$ cat config.mk
export PLATFORM = sky130hd
export DESIGN_NAME = nested_section_time_profiler_flat
export DESIGN_NICKNAME = d
export VERILOG_FILES = /design/src/hw/rtl/nstp_pkg.sv /design/src/hw/rtl/nstp_if.sv /design/src/hw/rtl/nested_section_time_profiler.sv /design/src/hw/rtl/nstp_ram.sv /design/src/hw/rtl/nstp_alu.sv /design/src/flat_wrapper.sv
export SDC_FILE = /design/constraint.sdc
export NUM_CORES = 2
export LEC_CHECK = 0
export BUFFER_PORTS_ARGS = -buffer_cell sky130_fd_sc_hd__clkbuf_2
export CORE_ASPECT_RATIO = 1.2
export CORE_MARGIN = 5
export CORE_UTILIZATION = 37
export DETAILED_ROUTE_END_ITERATION = 10
export GPL_TIMING_DRIVEN = 0
export HOLD_SLACK_MARGIN = 0.02
export MAX_ROUTING_LAYER = met4
export PLACE_DENSITY = 0.63
export SLEW_MARGIN = 20
export SYNTH_ARGS = -nofsm -noshare
export SYNTH_HDL_FRONTEND = slang
export SYNTH_HIERARCHICAL = 1
export SYNTH_SLANG_ARGS = --single-unit
$ cat constraint.sdc
create_clock -name clk -period 23.8 [get_ports clk]
set_input_delay 2.38 -clock clk [delete_from_list [all_inputs] [get_ports clk]]
set_output_delay 2.38 -clock clk [all_outputs]
set_load 0.05 [all_outputs]
$ cat src/hw/rtl/nstp_pkg.sv
// Shared constants and types of the nested section time profiler.
// Field widths, saturation limits, event codes and the shared adder opcodes.
// No dependencies; compile first.
package nstp_pkg;

  localparam int TID_W         = 4;
  localparam int TS_W          = 48;
  localparam int CNT_W         = 32;
  localparam int COST_W        = 48;
  localparam int NEST_W        = 16;
  localparam int OUT_W         = 24;

  localparam int THREADS_DEF   = 16;
  localparam int TIME_BITS_DEF = 48;

  localparam logic signed [NEST_W-1:0] NEST_MAX = 16'sh7FFF;
  localparam logic signed [NEST_W-1:0] NEST_MIN = 16'sh8000;
  localparam logic signed [OUT_W-1:0]  OUT_MAX  = 24'sh7FFFFF;
  localparam logic signed [OUT_W-1:0]  OUT_MIN  = 24'sh800000;

  localparam logic KIND_BEGIN = 1'b0;
  localparam logic KIND_END   = 1'b1;

  typedef enum logic {
    ALU_ADD,
    ALU_SUB
  } alu_op_t;

endpackage

$ cat src/hw/rtl/nstp_if.sv
// Valid/ready channel interfaces of the nested section time profiler.
// Depends on nstp_pkg for the field widths.
interface nstp_in_if;
  logic                        valid;
  logic                        ready;
  logic                        kind;
  logic [nstp_pkg::TID_W-1:0]  thread_id;
  logic [nstp_pkg::TS_W-1:0]   timestamp;

  modport source (output valid, kind, thread_id, timestamp, input ready);
  modport sink   (input valid, kind, thread_id, timestamp, output ready);
endinterface

interface nstp_out_if;
  logic                               valid;
  logic                               ready;
  logic [nstp_pkg::CNT_W-1:0]         thread_calls;
  logic [nstp_pkg::COST_W-1:0]        thread_cost;
  logic signed [nstp_pkg::NEST_W-1:0] thread_nesting;
  logic [nstp_pkg::CNT_W-1:0]         total_calls;
  logic [nstp_pkg::COST_W-1:0]        total_cost;
  logic                               mismatch;

  modport source (output valid, thread_calls, thread_cost, thread_nesting,
                  total_calls, total_cost, mismatch, input ready);
  modport sink   (input valid, thread_calls, thread_cost, thread_nesting,
                  total_calls, total_cost, mismatch, output ready);
endinterface

$ cat src/hw/rtl/nested_section_time_profiler.sv
// Nested section time profiler, top level: sequencer, per-thread RAM, totals.
// Depends on nstp_pkg, nstp_if, nstp_ram and nstp_alu.
//
//   channel  | dir | word                                              | handshake
//   ---------+-----+---------------------------------------------------+-------------
//   in_ch    | in  | kind, thread_id, timestamp                        | valid/ready
//   out_ch   | out | thread_calls, thread_cost, thread_nesting,        | valid/ready
//            |     | total_calls, total_cost, mismatch                 |
//
// Steps: a begin word, an end word that adds no time, or a word for a thread
//   out of range passes through the read, load and write-back steps; an end
//   word that adds elapsed time also passes through the subtract, thread-add,
//   cost-add and total steps, as the shared adder runs the elapsed difference,
//   the thread cost and the total cost one by one.
// Reset: synchronous, active low. After reset a clearing pass writes every
//   per-thread RAM entry to zero, one per cycle; in_ch
//   is not ready until it ends.
// Stalls: one word is in work at a time. The result register holds until
//   taken; a new word may be accepted while it waits, and that word's result
//   holds in the write-back step until the register is free.
module nested_section_time_profiler #(
  parameter int THREADS   = nstp_pkg::THREADS_DEF,
  parameter int TIME_BITS = nstp_pkg::TIME_BITS_DEF
) (
  input  logic       clk,
  input  logic       rst_n,
  nstp_in_if.sink    in_ch,
  nstp_out_if.source out_ch
);
  import nstp_pkg::*;

  localparam int IW = (THREADS > 1) ? $clog2(THREADS) : 1;
  localparam int AW = (TIME_BITS > COST_W) ? TIME_BITS : COST_W;

  // one RAM word per thread
  typedef struct packed {
    logic [CNT_W-1:0]         calls;
    logic signed [NEST_W-1:0] nest;
    logic [TIME_BITS-1:0]     bt;
    logic                     bv;
    logic [COST_W-1:0]        cost;
  } rec_t;

  localparam int RW = $bits(rec_t);

  typedef enum logic [3:0] {
    S_CLEAR,
    S_IDLE,
    S_READ,
    S_LOAD,
    S_SUB,
    S_ADDT,
    S_ADDC,
    S_TOT,
    S_WB
  } state_t;

  state_t                   state_r;
  logic [IW-1:0]            clr_r;
  logic                     kind_r;
  logic [IW-1:0]            idx_r;
  logic [TS_W-1:0]          ts_r;
  logic                     hit_r;
  rec_t                     rec_r;
  logic [COST_W-1:0]        el_r;
  logic signed [OUT_W-1:0]  nest_tot_r;
  logic [CNT_W-1:0]         calls_tot_r;
  logic [COST_W-1:0]        cost_tot_r;

  logic                     out_valid_r;
  logic                     out_valid_nxt;
  logic [CNT_W-1:0]         o_calls_r;
  logic [COST_W-1:0]        o_cost_r;
  logic signed [NEST_W-1:0] o_nest_r;
  logic [CNT_W-1:0]         o_tcalls_r;
  logic [COST_W-1:0]        o_tcost_r;
  logic                     o_mis_r;

  logic                     accept;
  logic                     out_stall;
  logic                     ram_we;
  logic [IW-1:0]            ram_waddr;
  logic [RW-1:0]            ram_wdata;
  logic [RW-1:0]            ram_rdata;
  rec_t                     rd;
  rec_t                     upd;
  logic signed [OUT_W-1:0]  nest_tot_nxt;
  logic [CNT_W-1:0]         calls_tot_nxt;
  logic                     cost_need;
  alu_op_t                  alu_op;
  logic [AW-1:0]            alu_a;
  logic [AW-1:0]            alu_b;
  logic [COST_W-1:0]        alu_q;

  assign accept      = in_ch.valid && in_ch.ready;
  assign in_ch.ready = (state_r == S_IDLE);
  assign out_stall   = out_valid_r && !out_ch.ready;

  // load the result register from write-back, else drop it once taken
  assign out_valid_nxt = ((state_r == S_WB) && !out_stall) ? 1'b1
                                                            : (out_valid_r && !out_ch.ready);

  // Per-thread store: cleared by the sweep, written back once per in-range word.
  assign ram_we    = (state_r == S_CLEAR) || ((state_r == S_WB) && !out_stall && hit_r);
  assign ram_waddr = (state_r == S_CLEAR) ? clr_r : idx_r;
  assign ram_wdata = (state_r == S_CLEAR) ? '0 : RW'(rec_r);

  nstp_ram #(
    .W (RW),
    .D (THREADS),
    .AW(IW)
  ) u_ram (
    .clk  (clk),
    .we   (ram_we),
    .waddr(ram_waddr),
    .wdata(ram_wdata),
    .raddr(idx_r),
    .rdata(ram_rdata)
  );

  assign rd = rec_t'(ram_rdata);

  // Counter updates of the fetched record; the wide time sums go to the adder.
  always_comb begin
    upd           = rd;
    nest_tot_nxt  = nest_tot_r;
    calls_tot_nxt = calls_tot_r;
    cost_need     = 1'b0;
    if (kind_r == KIND_BEGIN) begin
      if (rd.calls != {CNT_W{1'b1}}) begin
        upd.calls = rd.calls + CNT_W'(1);
      end
      // latch the start only on the outermost begin
      if (rd.nest == '0) begin
        upd.bt = TIME_BITS'(ts_r);
        upd.bv = 1'b1;
      end
      if (rd.nest != NEST_MAX) begin
        upd.nest = rd.nest + NEST_W'(1);
      end
      if (nest_tot_r != OUT_MAX) begin
        nest_tot_nxt = nest_tot_r + OUT_W'(1);
      end
      if (calls_tot_r != {CNT_W{1'b1}}) begin
        calls_tot_nxt = calls_tot_r + CNT_W'(1);
      end
    end else begin
      if (rd.nest != NEST_MIN) begin
        upd.nest = rd.nest - NEST_W'(1);
      end
      if (nest_tot_r != OUT_MIN) begin
        nest_tot_nxt = nest_tot_r - OUT_W'(1);
      end
      // closing the outermost section (or unbalanced): charge elapsed time
      cost_need = (upd.nest[NEST_W-1] || (upd.nest == '0)) && rd.bv;
    end
  end

  // Operand selection for the shared adder.
  always_comb begin
    case (state_r)
      S_SUB: begin
        alu_op = ALU_SUB;
        alu_a  = AW'(ts_r);
        alu_b  = AW'(rec_r.bt);
      end
      S_ADDT: begin
        alu_op = ALU_ADD;
        alu_a  = AW'(rec_r.cost);
        alu_b  = AW'(alu_q);
      end
      default: begin
        alu_op = ALU_ADD;
        alu_a  = AW'(cost_tot_r);
        alu_b  = AW'(el_r);
      end
    endcase
  end

  nstp_alu #(
    .TIME_BITS(TIME_BITS),
    .OPW      (AW)
  ) u_alu (
    .clk(clk),
    .op (alu_op),
    .a  (alu_a),
    .b  (alu_b),
    .q  (alu_q)
  );

  // Sequencer, totals and result register.
  always_ff @(posedge clk) begin
    if (!rst_n) begin
      state_r     <= S_CLEAR;
      clr_r       <= '0;
      nest_tot_r  <= '0;
      calls_tot_r <= '0;
      cost_tot_r  <= '0;
      out_valid_r <= 1'b0;
    end else begin
      out_valid_r <= out_valid_nxt;
      case (state_r)
        S_CLEAR: begin
          clr_r <= clr_r + IW'(1);
          if (clr_r == IW'(THREADS - 1)) begin
            state_r <= S_IDLE;
          end
        end
        S_IDLE: begin
          if (accept) begin
            kind_r  <= in_ch.kind;
            idx_r   <= IW'(in_ch.thread_id);
            ts_r    <= in_ch.timestamp;
            hit_r   <= (int'(in_ch.thread_id) < THREADS);
            state_r <= S_READ;
          end
        end
        S_READ: begin
          state_r <= S_LOAD;
        end
        S_LOAD: begin
          if (hit_r) begin
            rec_r       <= upd;
            nest_tot_r  <= nest_tot_nxt;
            calls_tot_r <= calls_tot_nxt;
            state_r     <= cost_need ? S_SUB : S_WB;
          end else begin
            // out of range: report zeros for the thread and leave state alone
            rec_r   <= '0;
            state_r <= S_WB;
          end
        end
        S_SUB: begin
          state_r <= S_ADDT;
        end
        S_ADDT: begin
          el_r    <= alu_q;
          state_r <= S_ADDC;
        end
        S_ADDC: begin
          // negative nesting replaces the cost instead of adding to it
          rec_r.cost <= (rec_r.nest == '0) ? alu_q : el_r;
          state_r    <= S_TOT;
        end
        S_TOT: begin
          cost_tot_r <= alu_q;
          state_r    <= S_WB;
        end
        S_WB: begin
          if (!out_stall) begin
            o_calls_r   <= rec_r.calls;
            o_cost_r    <= rec_r.cost;
            o_nest_r    <= rec_r.nest;
            o_tcalls_r  <= calls_tot_r;
            o_tcost_r   <= cost_tot_r;
            o_mis_r     <= (nest_tot_r != '0);
            state_r     <= S_IDLE;
          end
        end
        default: begin
          state_r <= S_IDLE;
        end
      endcase
    end
  end

  assign out_ch.valid          = out_valid_r;
  assign out_ch.thread_calls   = o_calls_r;
  assign out_ch.thread_cost    = o_cost_r;
  assign out_ch.thread_nesting = o_nest_r;
  assign out_ch.total_calls    = o_tcalls_r;
  assign out_ch.total_cost     = o_tcost_r;
  assign out_ch.mismatch       = o_mis_r;

`ifndef NO_ASSERTIONS
  a_out_from_wb: assert property (@(posedge clk) disable iff (!rst_n)
    $rose(out_valid_r) |-> $past(state_r == S_WB))
    else $error("result word raised outside write-back");

  a_ram_we_state: assert property (@(posedge clk) disable iff (!rst_n)
    ram_we |-> (state_r == S_CLEAR || state_r == S_WB))
    else $error("per-thread store written outside sweep or write-back");

  a_accept_reads: assert property (@(posedge clk) disable iff (!rst_n)
    accept |=> (state_r == S_READ))
    else $error("accepted word did not start a store read");

  a_calls_mono: assert property (@(posedge clk) disable iff (!rst_n)
    1'b1 |=> (calls_tot_r >= $past(calls_tot_r)))
    else $error("total call count went down");

  a_cost_mono: assert property (@(posedge clk) disable iff (!rst_n)
    1'b1 |=> (cost_tot_r >= $past(cost_tot_r)))
    else $error("total cost went down");
`endif

endmodule

$ cat src/hw/rtl/nstp_ram.sv
// Generic single-write, single-read RAM with registered read data.
// No dependencies.
module nstp_ram #(
  parameter int W  = 8,
  parameter int D  = 16,
  parameter int AW = (D > 1) ? $clog2(D) : 1
) (
  input  logic          clk,
  input  logic          we,
  input  logic [AW-1:0] waddr,
  input  logic [W-1:0]  wdata,
  input  logic [AW-1:0] raddr,
  output logic [W-1:0]  rdata
);

  logic [W-1:0] mem [D];
  logic [W-1:0] rdata_r;

  always_ff @(posedge clk) begin
    if (we) begin
      mem[waddr] <= wdata;
    end
    rdata_r <= mem[raddr];
  end

  assign rdata = rdata_r;

endmodule

$ cat src/hw/rtl/nstp_alu.sv
// Shared adder/subtractor of the profiler, with time wrap and cost saturation.
// Depends on nstp_pkg; result registered in the cycle after the operands.
module nstp_alu #(
  parameter int TIME_BITS = nstp_pkg::TIME_BITS_DEF,
  parameter int OPW       = nstp_pkg::COST_W
) (
  input  logic                        clk,
  input  nstp_pkg::alu_op_t           op,
  input  logic [OPW-1:0]              a,
  input  logic [OPW-1:0]              b,
  output logic [nstp_pkg::COST_W-1:0] q
);
  import nstp_pkg::*;

  logic              sub;
  logic [OPW:0]      bop;
  logic [OPW:0]      sum;
  logic [OPW:0]      val;
  logic [OPW:0]      tmask;
  logic [COST_W-1:0] q_nxt;
  logic [COST_W-1:0] q_r;

  assign sub   = (op == ALU_SUB);
  assign tmask = {{(OPW + 1 - TIME_BITS){1'b0}}, {TIME_BITS{1'b1}}};
  assign bop   = sub ? ~{1'b0, b} : {1'b0, b};
  assign sum   = {1'b0, a} + bop + (OPW + 1)'(sub);
  // wrap differences to the time width, then clamp anything past the cost range
  assign val   = sub ? (sum & tmask) : sum;
  assign q_nxt = (|val[OPW:COST_W]) ? {COST_W{1'b1}} : val[COST_W-1:0];

  always_ff @(posedge clk) begin
    q_r <= q_nxt;
  end

  assign q = q_r;

endmodule

$ cat src/flat_wrapper.sv
// flat-port wrapper written by rule: the top's interface ports become plain ports
module nested_section_time_profiler_flat import nstp_pkg::*;
#(
  parameter int THREADS   = nstp_pkg::THREADS_DEF,
  parameter int TIME_BITS = nstp_pkg::TIME_BITS_DEF
)
  (clk, rst_n, in_ch_valid, in_ch_kind, in_ch_thread_id, in_ch_timestamp, in_ch_ready, out_ch_valid, out_ch_thread_calls, out_ch_thread_cost, out_ch_thread_nesting, out_ch_total_calls, out_ch_total_cost, out_ch_mismatch, out_ch_ready);
  nstp_in_if in_ch_i ();
  nstp_out_if out_ch_i ();
  input  logic clk;
  input  logic rst_n;
  input wire logic [$bits(in_ch_i.valid)-1:0] in_ch_valid;
  input wire logic [$bits(in_ch_i.kind)-1:0] in_ch_kind;
  input wire logic [$bits(in_ch_i.thread_id)-1:0] in_ch_thread_id;
  input wire logic [$bits(in_ch_i.timestamp)-1:0] in_ch_timestamp;
  output wire logic [$bits(in_ch_i.ready)-1:0] in_ch_ready;
  output wire logic [$bits(out_ch_i.valid)-1:0] out_ch_valid;
  output wire logic [$bits(out_ch_i.thread_calls)-1:0] out_ch_thread_calls;
  output wire logic [$bits(out_ch_i.thread_cost)-1:0] out_ch_thread_cost;
  output wire logic [$bits(out_ch_i.thread_nesting)-1:0] out_ch_thread_nesting;
  output wire logic [$bits(out_ch_i.total_calls)-1:0] out_ch_total_calls;
  output wire logic [$bits(out_ch_i.total_cost)-1:0] out_ch_total_cost;
  output wire logic [$bits(out_ch_i.mismatch)-1:0] out_ch_mismatch;
  input wire logic [$bits(out_ch_i.ready)-1:0] out_ch_ready;
  assign in_ch_i.valid = in_ch_valid;
  assign in_ch_i.kind = in_ch_kind;
  assign in_ch_i.thread_id = in_ch_thread_id;
  assign in_ch_i.timestamp = in_ch_timestamp;
  assign in_ch_ready = in_ch_i.ready;
  assign out_ch_valid = out_ch_i.valid;
  assign out_ch_thread_calls = out_ch_i.thread_calls;
  assign out_ch_thread_cost = out_ch_i.thread_cost;
  assign out_ch_thread_nesting = out_ch_i.thread_nesting;
  assign out_ch_total_calls = out_ch_i.total_calls;
  assign out_ch_total_cost = out_ch_i.total_cost;
  assign out_ch_mismatch = out_ch_i.mismatch;
  assign out_ch_i.ready = out_ch_ready;
  nested_section_time_profiler #(.THREADS(THREADS), .TIME_BITS(TIME_BITS)) u_core (.clk(clk), .rst_n(rst_n), .in_ch(in_ch_i), .out_ch(out_ch_i));
endmodule
Yosys cells after proc, flatten, opt, wreduce, memory -nomap -nowiden:

Memories as Yosys holds them, arrays and structs flattened. A register that Yosys moved wholly into a read port is not among the register bits.
Index checks and enable logic that the tools add are counted.

* bitwise gates (word level): 3
* add/sub/neg operators: 9
* equal/unequal tests: 19
* mux-type cells: 29
* reduce and logical (&&, ||, !) cells: 23

Operators with widths (count)
* 48-bit case mux with 2 select lines: 3
* 49-bit two-way mux: 4
* 145-bit two-way mux: 1
* 24-bit two-way mux: 3
* 32-bit by 1-bit adder with 32-bit output, second input constant: 2
* 16-bit two-way mux: 4
* 32-bit two-way mux: 2
* 32-bit inequality test, second input constant: 2
* 48-bit by 49-bit adder with 49-bit output: 1
* 49-bit by 1-bit adder with 49-bit output: 1
* 48-bit NOT with 49-bit output: 1
* 16-bit logical NOT: 3
* 48-bit two-way mux: 1
* 24-bit inequality test, second input constant: 2
* 4-bit case mux with 9 select lines: 1
* 16-bit inequality test, second input constant: 2
* 24-bit by 2-bit adder with 24-bit output, second input constant: 1
* 24-bit nonzero test: 1
* 24-bit by 2-bit subtractor with 24-bit output, second input constant: 1
* 4-bit two-way mux: 5
* 16-bit by 2-bit adder with 16-bit output, second input constant: 1
* 4-bit by 3-bit == test with 1-bit output, second input constant: 4
* 16-bit by 2-bit subtractor with 16-bit output, second input constant: 1
* 3-bit AND reduction: 5
* 13 further kinds: 31

* register bits: 584
* logic and storage cells: 106
* memories: 1
* RAM bits: 2320
* input bits: 57

Memory list
* u_core.u_ram.mem: words 16, bits a word 145, read ports 1, clocked after Yosys merged registers in 1, wr ports 1, RTL line nstp_ram.sv:16 `logic [W-1:0] mem [D];`

Logic depth before layout (Yosys ltp):

* word-level depth: 9
* mapped depth: 20

Hierarchy:

Netlist, hierarchy kept.

Modules (own cells, without submodules)
* nstp_ram: cells an instance 3786, area each 89950.0 um^2, sequential area each 72569.6 um^2, times used 1
* nested_section_time_profiler: cells an instance 2003, area each 24194.5 um^2, sequential area each 14964.4 um^2, times used 1
* nstp_alu: cells an instance 588, area each 4744.6 um^2, sequential area each 960.9 um^2, times used 1

Worst setup path before layout:

No wires, ideal clock.

* path type: input to register
* start: input out_ch_ready
* end: memory u_core/u_ram/mem[0][0] (netlist name) (enable)
* stages: 4
* setup time: 0.827 ns
* arrival: 12.925 ns
* path slack: 10.048 ns
* buffers on the path: 0
* path through: nand2b_1 > a21o_1 > or3b_2 > nor3_1

* cells in the longest elaborated chain, start to end: 7

RTL lines
* start: declaration: RTL line flat_wrapper.sv:24 `input wire logic [$bits(out_ch_i.ready)-1:0] out_ch_ready;`
* 1-bit logical NOT: RTL line nested_section_time_profiler.sv:97 `assign out_stall = out_valid_r && !out_ch.ready;`
* 1-bit logical AND: RTL line nested_section_time_profiler.sv:97
* 1-bit logical NOT: RTL line nested_section_time_profiler.sv:104 `assign ram_we = (state_r == S_CLEAR) || ((state_r == S_WB) && !out_stall && hit_r);`
* 1-bit logical AND: RTL line nested_section_time_profiler.sv:104
* 1-bit logical OR: RTL line nested_section_time_profiler.sv:104
* named net u_core.ram_we: RTL line nested_section_time_profiler.sv:81 `logic ram_we;`
* 1-bit two-way mux: RTL line nstp_ram.sv:20 `if (we) begin`
* 1-bit two-way mux (implied by the code): RTL line nstp_ram.sv:21 `mem[waddr] <= wdata;`
* end: declaration: RTL line nstp_ram.sv:16

The timed path passes the listed nets, and every way through them passes these cells.

Worst setup path in the final report:

* start: register u_core.state_r[2]
* end: register u_core.u_alu.q_r[45] (netlist: u_core/u_alu/q[45])

* elaborated cells on any way between the ends: 10

RTL lines
* start: declaration: RTL line nested_section_time_profiler.sv:58 `state_t state_r;`
* start signal: assignment: RTL line nested_section_time_profiler.sv:226 `state_r <= cost_need ? S_SUB : S_WB;`
* 4-bit by 3-bit == test with 1-bit output *: RTL line nested_section_time_profiler.sv:161 `case (state_r)`
* 1-bit two-way mux *: RTL line nested_section_time_profiler.sv:161
* named net u_core.alu_op: RTL line nested_section_time_profiler.sv:90 `alu_op_t alu_op;`
* 49-bit two-way mux: RTL line nstp_alu.sv:25 `assign bop = sub ? ~{1'b0, b} : {1'b0, b};`
* 48-bit by 49-bit adder with 49-bit output: RTL line nstp_alu.sv:26 `assign sum = {1'b0, a} + bop + (OPW + 1)'(sub);`
* 49-bit by 1-bit adder with 49-bit output: RTL line nstp_alu.sv:26
* 49-bit two-way mux *: RTL line nstp_alu.sv:28 `assign val = sub ? (sum & tmask) : sum;`
* end signal: assignment: RTL line nstp_alu.sv:32 `q_r <= q_nxt;`
* end: declaration: RTL line nstp_alu.sv:21 `logic [COST_W-1:0] q_r;`

The timed path passes the listed nets; every way through them passes the cells marked *.
A chain may end at the register's enable or synchronous reset.

==> summary.txt <==
Setup path
  – Crit path kind: reg -> reg
  – Startpoint types: flip-flop
  – Endpoint class of the critical path: flip-flop
  – Largest fanout on the critical path: 10
  – Worst Path Arrival: 8.49 ns
  – Worst Path Required: 24.57 ns

Pwr
  – Peak supply drop: 0.00006289 V
  – Pwr dens: 78.80 nW/um^2
  – Design Power: 11.06 mW
  – Leak Pwr: 47.58 nW

Yosys
  – Warnings, synthesis: 6
  – Netlist Area Pre-Place: 118,900 sq um
  – Mapped Avg Cell Area: 18.64 sq um
  – Main synth FF type: edfxtp_1
  – FF+latch count, synth: 3,049
  – Syn nets: 6,510
  – Synth cell types: 99
  – Sequential-to-total area share from yosys stat: 0.7443
  – Asr flop ratio synth: 0
  – Post-synth EDFFs: 2,743
  – Syn Inst Count: 6,377

Clock network
  – Total number of H-tree levels: 5
  – Skew-Pair Late Insertion Delay: 0.93 ns
  – Post-CTS Setup Repair Bufs: 0
  – Clock Sinks: 3,049
  – CTS buffer count: 310
  – Clk root buf: clkbuf_16
  – Hold buffers post-CTS: 0
  – CTS clk-pin slew, worst paths: 0.06 ns
  – CTS tree: built
  – Clock Path Buffers: 4
  – Post-CTS Resized: 0

Routing
  – Vias/cell: 5.756
  – Routed wire length: 372.4 mm
  – Initial DRC count: 8,718
  – Residual DRC: 0
  – Vias post-DR: 67,380
  – Remaining antenna violation count: 0
  – DRT Pass-1 Iters: 6
  – DR WL/cell: 31.81 um

Global routing
  – First-pass GRT wire length: 517.0 mm
  – Largest net degree at the start of global routing: 58
  – Vias in the first global route: 66,620
  – Initial antenna violation count: 36
  – Gr usage total: 0.2246
  – Grt ovf: 0

Final layout
  – Multi-input gate area: 28,810 sq um
  – Nets: 7,309
  – Fillers: 27,610
  – Sequential cell area: 88,490 sq um
  – Fraction of layout cells with a size suffix above 1: 0.2544
  – Fin util: 0.4377
  – Synthesis-to-layout area growth: 18.05%
  – Commonest non-fill, non-tap cell in the layout: edfxtp_1
  – Commonest cells after routing, fill and taps aside: edfxtp_1 (2,743), mux4_2 (546), nand2_1 (317), clkbuf_16 (314), dfxtp_1 (306)

STA
  – Worst slew pin tran: 1.260 ns
  – Final period util: 0.3243
  – Slew headroom: 0.1601
  – RSZ-0062 raised after global routing: false
  – Fmax: 129.6 MHz
  – Worst hold margin: 0.4609 ns
  – Final setup viols: 0
  – Number of max-slew violations in the final report: 0
  – Number of hold violations in the final report: 0
  – Final clock skew: 0.05360 ns
  – Crit path time final: 7.718 ns

Floorplanning
  – Initial Util: 0.3708
  – Die area: 332,800 sq um
  – Die X: 527.5 um
  – Die Ht: 631.0 um
  – IO Pins: 236
  – Core area: 320,600 sq um
  – Row count: 228

Worst hold path
  – Worst hold path type: reg -> reg

Job
  – Max-cap violation count: 0

Placed design
  – Gpl congestion: 0.9611
  – Dpl hpwl: 261.3 mm
  – I/O Buffers: 235

Status
  – Status: finished clean
==> path summary, 6_finish.rpt <==
kind	from	to	slack (ns)	cells past startpoint
setup / recovery	u_core/state_r[2]	u_core/u_alu/q[45]	16.08	18
hold / removal	u_core/rec_r[116]	u_core/out_ch.thread_calls[3]	0.46	0
setup reg to reg	u_core/state_r[2]	u_core/u_alu/q[45]	16.08	18
hold reg to reg	u_core/rec_r[116]	u_core/out_ch.thread_calls[3]	0.46	0
==> report_power, final <==
part	switching (mW)	internal, mW
Sequential	0.0230	5.86
Combinational	0.119	0.0755
Clock	2.10	2.88
==> synthesized netlist by cell type, drive strengths merged, types with 11 or more instances <==
cell type / number / share of area
o21bai: 18 / 0.0012
nor4: 27 / 0.0016
o21a: 12 / 0.00076
a21oi: 195 / 0.0083
mux2i: 84 / 0.0071
inv: 42 / 0.0013
and3: 127 / 0.0067
nor3: 40 / 0.0017
mux2: 117 / 0.011
a21o: 27 / 0.0018
xor2: 100 / 0.0074
mux4: 546 / 0.10
and4: 11 / 0.00081
nor2: 193 / 0.0061
o221ai: 21 / 0.0015
and2: 18 / 0.00095
nand2: 317 / 0.010
a221o: 97 / 0.0082
a22oi: 252 / 0.016
buf: 159 / 0.0076
dfxtp: 306 / 0.052
or3: 12 / 0.00064
xnor2: 75 / 0.0055
nand3: 67 / 0.0028
clkbuf: 197 / 0.0063
a211oi: 13 / 0.0011
nand2b: 26 / 0.0014
ha: 74 / 0.0078
o21ai: 101 / 0.0046
edfxtp: 2743 / 0.69
a31oi: 19 / 0.0011
nand4: 38 / 0.0020
a221oi: 16 / 0.0014
nor2b: 183 / 0.0096
==> worst max-delay path, stage by stage, from the launching register on <==
cell	delay, ns
dfxtp_1	0.30
clkbuf_1	0.30
nand2b_1	0.14
nor3_1	0.48
clkbuf_1	0.64
clkbuf_1	0.54
buf_1	0.82
buf_1	0.84
xor2_1	0.16
ha_1	0.31
clkbuf_1	0.28
nand2_1	0.15
nor2_1	0.31
o211ai_1	0.16
a31oi_1	0.47
a31oi_1	0.27
o41ai_1	1.07
o21a_1	0.21
o22ai_2	0.07
==> flip-flops by register name, summed over array words and instances (netlist names), 24 cells and up <==
register,cells
u_core/u_ram/rdata,145
u_core/el_r,48
u_core/cost_tot_r,48
u_core/nest_tot_r,24
u_core/out_ch.thread_cost,48
u_core/out_ch.total_cost,48
u_core/out_ch.thread_calls,32
u_core/u_ram/mem,2320
u_core/out_ch.total_calls,32
u_core/calls_tot_r,32
u_core/ts_r,48
u_core/u_alu/q,48
u_core/rec_r,145
==> kinds of logic (layout without fill, tap and decap cells) <==
kind of cell,count (synthesis),in the layout,synth area share
compound gates,843,843,0.05158
simple gates,1088,1088,0.04625
buf+inv,399,1459,0.01519
mux,747,747,0.1216
xor+xnor,175,175,0.01289
fa+ha+maj,76,76,0.008125
other cells,0,14,0
flops,3049,3049,0.7443
==> per-stage QoR <==
stage / std cells / setup WS [ns] / TNS (ns) / cell area, sq um
final: 11710 / 16.08 / 0 / 140400
after global routing: 11700 / 16.14 / 0 / 140300
after CTS: 11690 / 16.56 / 0 / 140300
after detailed placement: 11120 / 16.57 / 0 / 129900
after global placement: 10870 / -5.515 / -2880.41 / 125400
after floorplan: 6377 / 10.05 / 0 / 118900
==> cell type report <==
class,instances,share of cell area
Antenna cell,14,0.0002496
Inverter,43,0.001150
Timing Repair Buffer,487,0.03904
Clock buffer,396,0.05989
Tap cell,4255,0.03793
Multi-Input combinational cell,2929,0.2053
Clock inverter,177,0.01406
Buffer,356,0.01188
Sequential cell,3049,0.6305
==> metal layers <==
metal | share of wire | GRT usage | vias up
li1 | - | - | 27460
met1 | 0.39 | 0.2976 | 35600
met2 | 0.47 | 0.3461 | 3650
met3 | 0.090 | 0.03784 | 677
met4 | 0.049 | 0.09356 | 0
met5 | 0 | - | -
Power figures use the tool's default switching activity.
